**src/rtl/core/mpi_pkg.sv**
```systemverilog
`timescale 1ns / 1ps

package mpi_pkg;

    // field widths
    localparam int OP_W   = 1;
    localparam int BASE_W = 32;
    localparam int EXP_W  = 63;
    localparam int RES_W  = 30;

    // exponent bit counter, wide enough to index the exponent
    localparam int CNT_W = $clog2(EXP_W);

    // prime modulus and the fixed inverse exponent
    localparam logic [RES_W-1:0] MODULUS = 30'd1000000007;
    localparam logic [EXP_W-1:0] INV_EXP = EXP_W'(64'd1000000007 - 64'd2);

    // barrett constant floor(2^60 / modulus), 31 bits
    localparam logic [63:0] MU_FULL = 64'h1000_0000_0000_0000 / 64'd1000000007;
    localparam logic [30:0] MU = MU_FULL[30:0];

    // operation codes
    localparam logic [OP_W-1:0] OP_POW = 1'b0;
    localparam logic [OP_W-1:0] OP_INV = 1'b1;

    // request to the shared modular multiplier
    typedef struct packed {
        logic              valid;
        logic [BASE_W-1:0] a;
        logic [RES_W-1:0]  b;
    } mpi_mul_req_t;

    // answer from the shared modular multiplier
    typedef struct packed {
        logic             done;
        logic [RES_W-1:0] r;
    } mpi_mul_rsp_t;

endpackage

```
**src/rtl/core/modular_power_and_inverse.sv**
```systemverilog
`timescale 1ns / 1ps

// channel   | valid   | ready   | payload
// ----------+---------+---------+---------------------------------
// input     | s_valid | s_ready | s_op, s_base, s_exponent
// result    | m_valid | m_ready | m_result
//
// one item at a time; each modular multiply runs on the single shared 32x32
// multiplier as product, barrett quotient, quotient times modulus, subtract
// and correct. an item is a base reduction, then a scan of the exponent from
// the msb, with a square and, for a set bit, a multiply for each bit after
// the top set bit; an inverse uses the fixed exponent modulus - 2.
// aresetn is synchronous and active low and clears the sequencers and valids.
// a stalled result holds in the output register while the next request is taken.

module modular_power_and_inverse
    import mpi_pkg::*;
(
    input  logic              aclk,
    input  logic              aresetn,
    input  logic              s_valid,
    output logic              s_ready,
    input  logic [OP_W-1:0]   s_op,
    input  logic [BASE_W-1:0] s_base,
    input  logic [EXP_W-1:0]  s_exponent,
    output logic              m_valid,
    input  logic              m_ready,
    output logic [RES_W-1:0]  m_result
);

    typedef enum logic [2:0] {
        T_IDLE,
        T_RED,
        T_SCAN,
        T_SQR,
        T_MUL,
        T_DONE
    } tstate_t;

    tstate_t           state_reg;
    logic [EXP_W-1:0]  exp_reg;
    logic [CNT_W-1:0]  cnt_reg;
    logic              started_reg;
    logic [RES_W-1:0]  acc_reg;
    logic [RES_W-1:0]  base_reg;
    logic              m_valid_reg;
    logic [RES_W-1:0]  m_result_reg;

    mpi_mul_req_t      req;
    mpi_mul_rsp_t      rsp;
    logic              accept;
    logic              top_bit;
    logic              last_bit;

    assign s_ready  = (state_reg == T_IDLE);
    assign accept   = s_valid && s_ready;
    assign top_bit  = exp_reg[EXP_W-1];
    assign last_bit = (cnt_reg == '0);

    // requests to the shared multiplier
    always_comb begin
        req.valid = 1'b0;
        req.a     = {{(BASE_W-RES_W){1'b0}}, acc_reg};
        req.b     = acc_reg;
        unique case (state_reg)
            T_IDLE: begin
                // reduce the base by multiplying with one
                req.valid = s_valid;
                req.a     = s_base;
                req.b     = RES_W'(1);
            end
            T_SCAN: begin
                req.valid = started_reg;
            end
            T_SQR: begin
                req.valid = rsp.done && top_bit;
                req.a     = {{(BASE_W-RES_W){1'b0}}, rsp.r};
                req.b     = base_reg;
            end
            T_RED, T_MUL, T_DONE: begin
                req.valid = 1'b0;
            end
            default: begin
                req.valid = 1'b0;
            end
        endcase
    end

    mpi_modmul u_modmul (
        .aclk    (aclk),
        .aresetn (aresetn),
        .req     (req),
        .rsp     (rsp)
    );

    // square and multiply sequencer, msb first
    always_ff @(posedge aclk) begin
        if (!aresetn) begin
            state_reg   <= T_IDLE;
            m_valid_reg <= 1'b0;
            started_reg <= 1'b0;
        end else begin
            if (m_valid_reg && m_ready && (state_reg != T_DONE)) begin
                m_valid_reg <= 1'b0;
            end
            unique case (state_reg)
                T_IDLE: begin
                    if (accept) begin
                        exp_reg     <= (s_op == OP_INV) ? INV_EXP : s_exponent;
                        cnt_reg     <= CNT_W'(EXP_W - 1);
                        started_reg <= 1'b0;
                        acc_reg     <= RES_W'(1);
                        state_reg   <= T_RED;
                    end
                end
                T_RED: begin
                    if (rsp.done) begin
                        base_reg  <= rsp.r;
                        state_reg <= T_SCAN;
                    end
                end
                T_SCAN: begin
                    if (started_reg) begin
                        state_reg <= T_SQR;
                    end else begin
                        // leading zeros leave the accumulator at one
                        if (top_bit) begin
                            acc_reg     <= base_reg;
                            started_reg <= 1'b1;
                        end
                        if (last_bit) begin
                            state_reg <= T_DONE;
                        end else begin
                            exp_reg   <= exp_reg << 1;
                            cnt_reg   <= cnt_reg - 1'b1;
                            state_reg <= T_SCAN;
                        end
                    end
                end
                T_SQR: begin
                    if (rsp.done) begin
                        acc_reg <= rsp.r;
                        if (top_bit) begin
                            state_reg <= T_MUL;
                        end else if (last_bit) begin
                            state_reg <= T_DONE;
                        end else begin
                            exp_reg   <= exp_reg << 1;
                            cnt_reg   <= cnt_reg - 1'b1;
                            state_reg <= T_SCAN;
                        end
                    end
                end
                T_MUL: begin
                    if (rsp.done) begin
                        acc_reg <= rsp.r;
                        if (last_bit) begin
                            state_reg <= T_DONE;
                        end else begin
                            exp_reg   <= exp_reg << 1;
                            cnt_reg   <= cnt_reg - 1'b1;
                            state_reg <= T_SCAN;
                        end
                    end
                end
                T_DONE: begin
                    // wait for the output register to free up
                    if (!m_valid_reg || m_ready) begin
                        m_result_reg <= acc_reg;
                        m_valid_reg  <= 1'b1;
                        state_reg    <= T_IDLE;
                    end
                end
                default: begin
                    state_reg <= T_IDLE;
                end
            endcase
        end
    end

    assign m_valid  = m_valid_reg;
    assign m_result = m_result_reg;

    // checks
    a_one_at_a_time: assert property (@(posedge aclk) disable iff (!aresetn)
        accept |=> !s_ready)
        else $error("second request taken while busy");

    a_start_state: assert property (@(posedge aclk) disable iff (!aresetn)
        accept |=> (state_reg == T_RED) && (acc_reg == RES_W'(1)) && !started_reg)
        else $error("sequencer not primed after request");

    a_result_range: assert property (@(posedge aclk) disable iff (!aresetn)
        m_valid_reg |-> (m_result_reg < MODULUS))
        else $error("result not reduced");

endmodule

```
**src/rtl/core/mpi_modmul.sv**
```systemverilog
`timescale 1ns / 1ps

module mpi_modmul
    import mpi_pkg::*;
(
    input  logic         aclk,
    input  logic         aresetn,
    input  mpi_mul_req_t req,
    output mpi_mul_rsp_t rsp
);

    typedef enum logic [2:0] {
        M_IDLE,
        M_MUL,
        M_QUO,
        M_SUB,
        M_FIX
    } mstate_t;

    localparam logic [31:0] P32  = {2'b00, MODULUS};
    localparam logic [31:0] P2X  = {1'b0, MODULUS, 1'b0};

    mstate_t           state_reg;
    logic [31:0]       op_a_reg;
    logic [31:0]       op_b_reg;
    logic [59:0]       x_reg;
    logic [31:0]       r_reg;
    logic [RES_W-1:0]  res_reg;
    logic              done_reg;

    logic [63:0]       mul_out;
    logic [31:0]       r_m1;
    logic [31:0]       r_m2;
    logic [RES_W-1:0]  fixed;

    // the one shared 32x32 multiplier
    assign mul_out = {32'b0, op_a_reg} * {32'b0, op_b_reg};

    // final correction, barrett remainder is below three times the modulus
    assign r_m1 = r_reg - P32;
    assign r_m2 = r_reg - P2X;
    always_comb begin
        if (r_reg >= P2X) begin
            fixed = r_m2[RES_W-1:0];
        end else if (r_reg >= P32) begin
            fixed = r_m1[RES_W-1:0];
        end else begin
            fixed = r_reg[RES_W-1:0];
        end
    end

    // sequencer: product, quotient estimate, quotient times modulus, subtract, correct
    always_ff @(posedge aclk) begin
        if (!aresetn) begin
            state_reg <= M_IDLE;
            done_reg  <= 1'b0;
        end else begin
            done_reg <= 1'b0;
            unique case (state_reg)
                M_IDLE: begin
                    if (req.valid) begin
                        op_a_reg  <= req.a;
                        op_b_reg  <= {2'b00, req.b};
                        state_reg <= M_MUL;
                    end
                end
                M_MUL: begin
                    x_reg     <= mul_out[59:0];
                    op_a_reg  <= {1'b0, mul_out[59:29]};
                    op_b_reg  <= {1'b0, MU};
                    state_reg <= M_QUO;
                end
                M_QUO: begin
                    op_a_reg  <= {1'b0, mul_out[61:31]};
                    op_b_reg  <= P32;
                    state_reg <= M_SUB;
                end
                M_SUB: begin
                    r_reg     <= x_reg[31:0] - mul_out[31:0];
                    state_reg <= M_FIX;
                end
                M_FIX: begin
                    res_reg   <= fixed;
                    done_reg  <= 1'b1;
                    state_reg <= M_IDLE;
                end
                default: begin
                    state_reg <= M_IDLE;
                end
            endcase
        end
    end

    assign rsp.done = done_reg;
    assign rsp.r    = res_reg;

    // checks
    a_res_range: assert property (@(posedge aclk) disable iff (!aresetn)
        done_reg |-> (res_reg < MODULUS))
        else $error("modular product out of range");

    a_done_pulse: assert property (@(posedge aclk) disable iff (!aresetn)
        done_reg |=> !done_reg)
        else $error("done held for more than one cycle");

    a_req_idle: assert property (@(posedge aclk) disable iff (!aresetn)
        req.valid |-> (state_reg == M_IDLE))
        else $error("multiply requested while unit busy");

endmodule
```
**config.mk**
```make
export PLATFORM = sky130hd
export DESIGN_NAME = modular_power_and_inverse
export DESIGN_NICKNAME = d
export VERILOG_FILES = /design/src/rtl/core/mpi_pkg.sv /design/src/rtl/core/modular_power_and_inverse.sv /design/src/rtl/core/mpi_modmul.sv
export SDC_FILE = /design/constraint.sdc
export NUM_CORES = 2
export LEC_CHECK = 0
export BUFFER_PORTS_ARGS = -buffer_cell sky130_fd_sc_hd__buf_2
export CAP_MARGIN = 5
export CORE_MARGIN = 10
export CORE_UTILIZATION = 59
export CTS_CLUSTER_DIAMETER = 50
export DETAILED_ROUTE_END_ITERATION = 10
export PLACE_DENSITY = 0.72
export SYNTH_ARGS = -nofsm -noshare
export SYNTH_HDL_FRONTEND = slang
export SYNTH_SLANG_ARGS = --single-unit
```
**constraint.sdc**
```tcl
create_clock -name aclk -period 9.48 [get_ports aclk]
set_input_delay 0.948 -clock aclk [delete_from_list [all_inputs] [get_ports aclk]]
set_output_delay 0.948 -clock aclk [all_outputs]
set_load 0.01 [all_outputs]
```
# Word-level counts from Yosys, hierarchy flattened

Cells that the tools add are included.

Bits in registers: 326
Input bits: 100
Output and inout port bits: 32
Word-level logic and storage cells: 118

Add/subtract/negate cells: 4
Multiply operators: 1
$lt $le $gt $ge: 2
Eq/ne operators: 21
Multiplexer cells: 48
Reductions and logical operators: 26

Operators by type and width:

| cell                                                   | number |
|---|---|
| 2-to-1 mux 63 bit                                      | 8 |
| one-hot mux 63 bit (4 select lines)                    | 1 |
| one-hot mux 32 bit (3 select lines)                    | 2 |
| 2-to-1 mux 30 bit                                      | 6 |
| one-hot mux 62 bit (2 select lines)                    | 1 |
| one-hot mux 30 bit (3 select lines)                    | 1 |
| 2-to-1 mux 32 bit                                      | 2 |
| multiplier 32 x 32 -> 62 bit                           | 1 |
| subtractor 30 bit (second input constant)              | 2 |
| 2-to-1 mux 6 bit                                       | 6 |
| >= comparator 32 x 30 -> 1 bit (second input constant) | 1 |
| >= comparator 32 x 31 -> 1 bit (second input constant) | 1 |
| subtractor 32 bit                                      | 1 |
| 2-to-1 mux 3 bit                                       | 9 |
| one-hot mux 6 bit (4 select lines)                     | 1 |
| one-hot mux 3 bit (6 select lines)                     | 1 |
| equality test 3 x 2 -> 1 bit (second input constant)   | 4 |
| inequality test 2 bit (second input constant)          | 6 |
| one-hot mux 3 bit (4 select lines)                     | 1 |
| AND reduction 6 bit                                    | 2 |
| inequality test 2 x 1 -> 1 bit (second input constant) | 5 |
| equality test 3 bit (second input constant)            | 3 |
| AND reduction 3 bit                                    | 3 |
| AND reduction 2 bit                                    | 4 |
| 18 further kinds                                       | 30 |

# Longest topological paths before layout

Depth after elaboration: 5
Gate-level depth with buffers: 38
Depth with buffers taken out: 37

# By module

A second synthesis with hierarchy kept.

Cell total of the unflattened synthesis: 4,946
Area, all modules: 47,889.7 µm²

Modules (own cells, without submodules):

| module                    | instances | cells an instance | area each (µm²) | seq. area each (µm²) |
|---|---|---|---|---|
| mpi_modmul                | 1         | 4,373             | 40,582.7        | 4,794.6 |
| modular_power_and_inverse | 1         | 573               | 7,307.0         | 4,874.7 |

# Worst setup path after synthesis

No wires, ideal clock.

Path type: reg-to-reg
Start: register u_modmul.op_a_reg[13]
End: register u_modmul.r_reg[31] (data pin)
Library setup time: 275 ps
Arrival time: 8,266 ps
Data required time: 9,205 ps
Slack: 938 ps
Cell stages (with the launch flop): 37
Buffers on the path: 2
Clock period less this slack: 8,542 ps
Cell sequence: edfxtp_1 clkbuf_1 and2_1 fa_1 fa_1 fa_1 inv_1 fa_1 inv_1 fa_1 inv_1 fa_1 inv_1 fa_1 fa_1 ha_1 buf_2 nand4_1 nor2_1 nand2_1 nand2_1 or3b_2 a21oi_1 xnor2_1 inv_1 ha_1 nor2_1 o221ai_1 o22a_1 o21a_1 a211oi_1 nor2_1 a221oi_1 o21ai_2 a21o_4 o41ai_2 a41oi_1

Longest elaborated chain between the ends: 2

Ends and longest elaborated chain:

| item                         | line             | RTL |
|---|---|---|
| from (decl)                  | mpi_modmul.sv:24 | `logic [31:0] op_a_reg;` |
| from (signal assigned)       | mpi_modmul.sv:62 | `op_a_reg <= req.a;` |
| from (signal assigned)       | mpi_modmul.sv:69 | `op_a_reg <= {1'b0, mul_out[59:29]};` |
| from (signal assigned)       | mpi_modmul.sv:74 | `op_a_reg <= {1'b0, mul_out[61:31]};` |
| multiplier 32 x 32 -> 62 bit | mpi_modmul.sv:37 | `assign mul_out = {32'b0, op_a_reg} * {32'b0, op_b_reg};` |
| net u_modmul.mul_out[20]     | mpi_modmul.sv:31 | `logic [63:0] mul_out;` |
| subtractor 32 bit            | mpi_modmul.sv:79 | `r_reg <= x_reg[31:0] - mul_out[31:0];` |
| to (signal assigned)         | mpi_modmul.sv:79 |  |
| to (decl)                    | mpi_modmul.sv:27 | `logic [31:0] r_reg;` |

The timed path passes the listed nets, and every way through them passes these cells.
A chain may end at the register's enable or synchronous reset.

# Worst setup path in the final report

Start: register u_modmul.op_b_reg[28]
End: register u_modmul.op_a_reg[27] (data pin)

Longest elaborated chain between the ends: 2

Ends and longest elaborated chain:

| item                                | line             | RTL |
|---|---|---|
| from (decl)                         | mpi_modmul.sv:25 | `logic [31:0] op_b_reg;` |
| from (signal assigned)              | mpi_modmul.sv:63 | `op_b_reg <= {2'b00, req.b};` |
| from (signal assigned)              | mpi_modmul.sv:70 | `op_b_reg <= {1'b0, MU};` |
| multiplier 32 x 32 -> 62 bit        | mpi_modmul.sv:37 |  |
| one-hot mux 32 bit (3 select lines) | mpi_modmul.sv:59 | `unique case (state_reg)` |

Every way passes these cells.

==> key figures <==
Cells and area
  • Area delta synth->final: 6.363%
  • Multi-input logic area: 33450 um^2
  • Most frequent cells in the layout: inv_1, fa_1, nand2_1
  • FILL cells: 6635
  • Design Area, Final: 50910 um^2
  • Layout cell share with drive strength beyond 1: 0.07095
  • Commonest non-fill, non-tap cell in the layout: inv_1
  • Register Area: 9669 um^2
  • Final cell count without fillers: 6036
  • Max reg flops: 63
  • Final net count: 6215

Clocking
  • Cts hold-fix bufs: 0
  • H-tree Lvls: 2
  • Clock transition at path regs: 0.06 ns
  • CTS root buf: clkbuf_16
  • CTS Buf Count: 39
  • CTS sink count: 325
  • Clock Latency Late Sink: 0.55 ns
  • CTS max path bufs: 3
  • TritonCTS clock tree: done

Logic synthesis
  • Simple-Gate Fraction of Synth Area: 0.1412
  • Syn nets: 6227
  • Synth Area in XOR/XNOR: 0.02248
  • Mapped Area: 47860 um^2
  • FF+latch count, synth: 325
  • Mux cell area share after synthesis: 0.001516
  • Synth unique cells: 89
  • Adder-Cell Fraction of Synth Area: 0.4426
  • Post-synthesis sequential area ratio: 0.2020
  • Post-synth EDFFs: 316
  • Cell accounting for the most synthesized area: fa_1
  • Yosys warns: 0
  • Synth Area in Compound Gates: 0.08930
  • Ys async rst share: 0
  • Syn Area/Cell: 9.658 um^2
  • Top post-synthesis cells by area: fa_1, edfxtp_1, ha_1
  • Mapped Cells: 4956
  • Share of the synthesized area in the top cell type: 0.3622
  • Largest family of logic cells by synthesized area: adder cells
  • Post-synth top flop: edfxtp_1

Global routing
  • Vias in the first global route: 36490
  • Largest net degree at the start of global routing: 66
  • GR Util met2: 0.4234
  • Antenna violations before repair: 8
  • Gr busiest metal: met2
  • Total track usage: 0.2645
  • First-pass GRT wire length: 199100 um
  • Met3 Use GR: 0.04980
  • Grt total ovfl: 0
  • M1 GR Usage: 0.3697

Worst hold path
  • HP Start: acc_reg[22]$_DFFE_PP_
  • Hold Path Sink: m_result[22]$_DFFE_PP_
  • Min-Delay Path Depth: 0
  • Hold crit path type: reg2reg

Placement
  • Cell area after placement: 49590 um^2
  • RePlAce Congestion: 0.9340
  • Port buffer count: 131
  • Detailed placement HPWL: 96160 um
  • Pre-CTS setup slack: 0.4188 ns
  • Inst Count DP: 5959

STA
  • Final Hold Viols: 0
  • RSZ-0062 raised after global routing: no
  • Sum Neg Setup Slack: 0 ns
  • Slew headroom: 0.1740
  • Fin crit share: 0.9621
  • Final Max Tran Viols: 0
  • Setup violators final: 0
  • Worst slew pin tran: 1.239 ns
  • Crit path time final: 9.121 ns
  • Fmax: 109.6 MHz
  • Worst clock skew: 0.01999 ns
  • Slack of the critical path: 0.3593 ns

Route
  • DR pass1 iterations: 6
  • Wirelength per Cell: 20.07 um
  • Initial DRC count: 2955
  • DR vias/cell: 5.733
  • Drt drc: 0
  • Number of vias after detailed routing: 34600
  • DRT antenna net count: 0
  • Final wirelength: 121100 um

Critical path
  • Critical path peak fanout: 29
  • R2R Setup Slk: 0.36 ns
  • RR Endpoint: u_modmul.op_a_reg[27]$_DFFE_PP_
  • Worst stage delay on the critical path: 0.86 ns
  • Data required, critical path: 9.78 ns
  • Cell mode on critical path: fa_1
  • Crit end category: register
  • WS Path Type: reg2reg
  • Critical Path Source Type: register
  • Crit path DAT: 9.42 ns
  • Worst r2r src: u_modmul.op_b_reg[28]$_DFFE_PP_
  • Worst reg2reg path depth: 29
  • CP max stage cell: edfxtp_1

Floorplanning
  • Die width: 304.8 um
  • Core Region: 80420 um^2
  • Placement Rows: 104
  • Number of top-level pins: 132
  • Die H: 304.8 um
  • Starting Density: 0.5952
  • Total Die Area: 92920 um^2

Outcome
  • Status: complete, no violations

Run
  • Max-Cap Viols: 0
synth_stat cells, types with 4 or more instances:
master / number
fa_1: 866
buf_1: 8
nor3b_1: 4
nand4_1: 21
o21ai_0: 125
clkbuf_1: 269
nand3_1: 18
a221oi_1: 4
ha_1: 305
a22oi_1: 52
nor2_1: 101
edfxtp_1: 316
a21boi_0: 10
a211oi_1: 9
a22o_1: 77
and3_1: 11
xnor2_1: 77
or2_2: 13
a211o_1: 6
o21bai_1: 7
inv_1: 994
o22ai_1: 6
o21a_1: 16
dfxtp_1: 9
a41oi_1: 4
nand2_1: 756
a221o_1: 21
nor2b_1: 24
mux2i_1: 5
nand2b_1: 19
a31oi_1: 11
and2_1: 408
nor3_1: 26
o31ai_1: 6
or3_1: 6
a21oi_1: 151
a21o_1: 51
o2111ai_1: 4
buf_2: 12
o211ai_1: 9
xor2_1: 44
worst max-delay path: cells and delay by family (launching register included):
family,cells,cell delay [ns]
simple gates,2,0.27
compound gates,10,2.58
fa+ha+maj,9,4.26
flops,1,0.86
buf+inv,7,0.71
xor+xnor,1,0.12
timing repair:
action,CTS,global route
gates resized for setup,0,4
setup endpoints to repair,0,5
buffers inserted,0,4
area by class of cell:
| cell class | instances | area share |
|---|---|---|
| clock buffer | 49 | 0.01991 |
| antenna | 1 | 0.00004915 |
| clock inverter | 23 | 0.005014 |
| inverter | 994 | 0.07329 |
| sequential | 325 | 0.1899 |
| multi-input combinational | 3348 | 0.6571 |
| timing repair buffer | 236 | 0.02871 |
| tap | 1060 | 0.02605 |
through the flow:
step / utilization / hold slack [ns]
floorplan: - / 0.4262
global placement: 0.6166 / 0.4315
detailed placement: 0.6166 / 0.4356
CTS: 0.6324 / 0.4453
global route: 0.6330 / 0.4595
finish: 0.6331 / 0.4500
per-layer routing:
layer  routed length (um)  vias up
met1                50650    17600
met4                 2760       14
li1                     -    15350
met3                11150      182
met5                   79        -
met2                56510     1458
cells by family after synthesis:
family                     after synthesis
xor gates and xnor gates               122
muxes                                    7
adders and majority gates             1174
and+or+nand+nor                       1425
AOI/OAI and AO/OA                      620
DFF                                    325
buffers and inverters                 1283
worst max-delay path by stage:
| stage | endpoint | depth (start not counted) | slack [ns] | startpoint |
|---|---|---|---|---|
| floorplan | u_modmul.r_reg[31]$_DFFE_PP_ | 36 | 0.94 | u_modmul.op_a_reg[13]$_DFFE_PP_ |
| detailed placement | u_modmul.r_reg[31]$_DFFE_PP_ | 34 | 0.42 | u_modmul.op_b_reg[3]$_DFFE_PP_ |
| CTS | u_modmul.r_reg[31]$_DFFE_PP_ | 34 | 0.41 | u_modmul.op_b_reg[3]$_DFFE_PP_ |
| global route | u_modmul.r_reg[30]$_DFFE_PP_ | 33 | 0.02 | u_modmul.op_a_reg[2]$_DFFE_PP_ |
| global placement | u_modmul.r_reg[30]$_DFFE_PP_ | 33 | 0.52 | u_modmul.op_a_reg[3]$_DFFE_PP_ |
| finish | u_modmul.op_a_reg[27]$_DFFE_PP_ | 29 | 0.36 | u_modmul.op_b_reg[28]$_DFFE_PP_ |
Power is left out: the tool's default activity adds up to more than one toggle a clock period on the data nets, which glitch-free logic cannot reach.
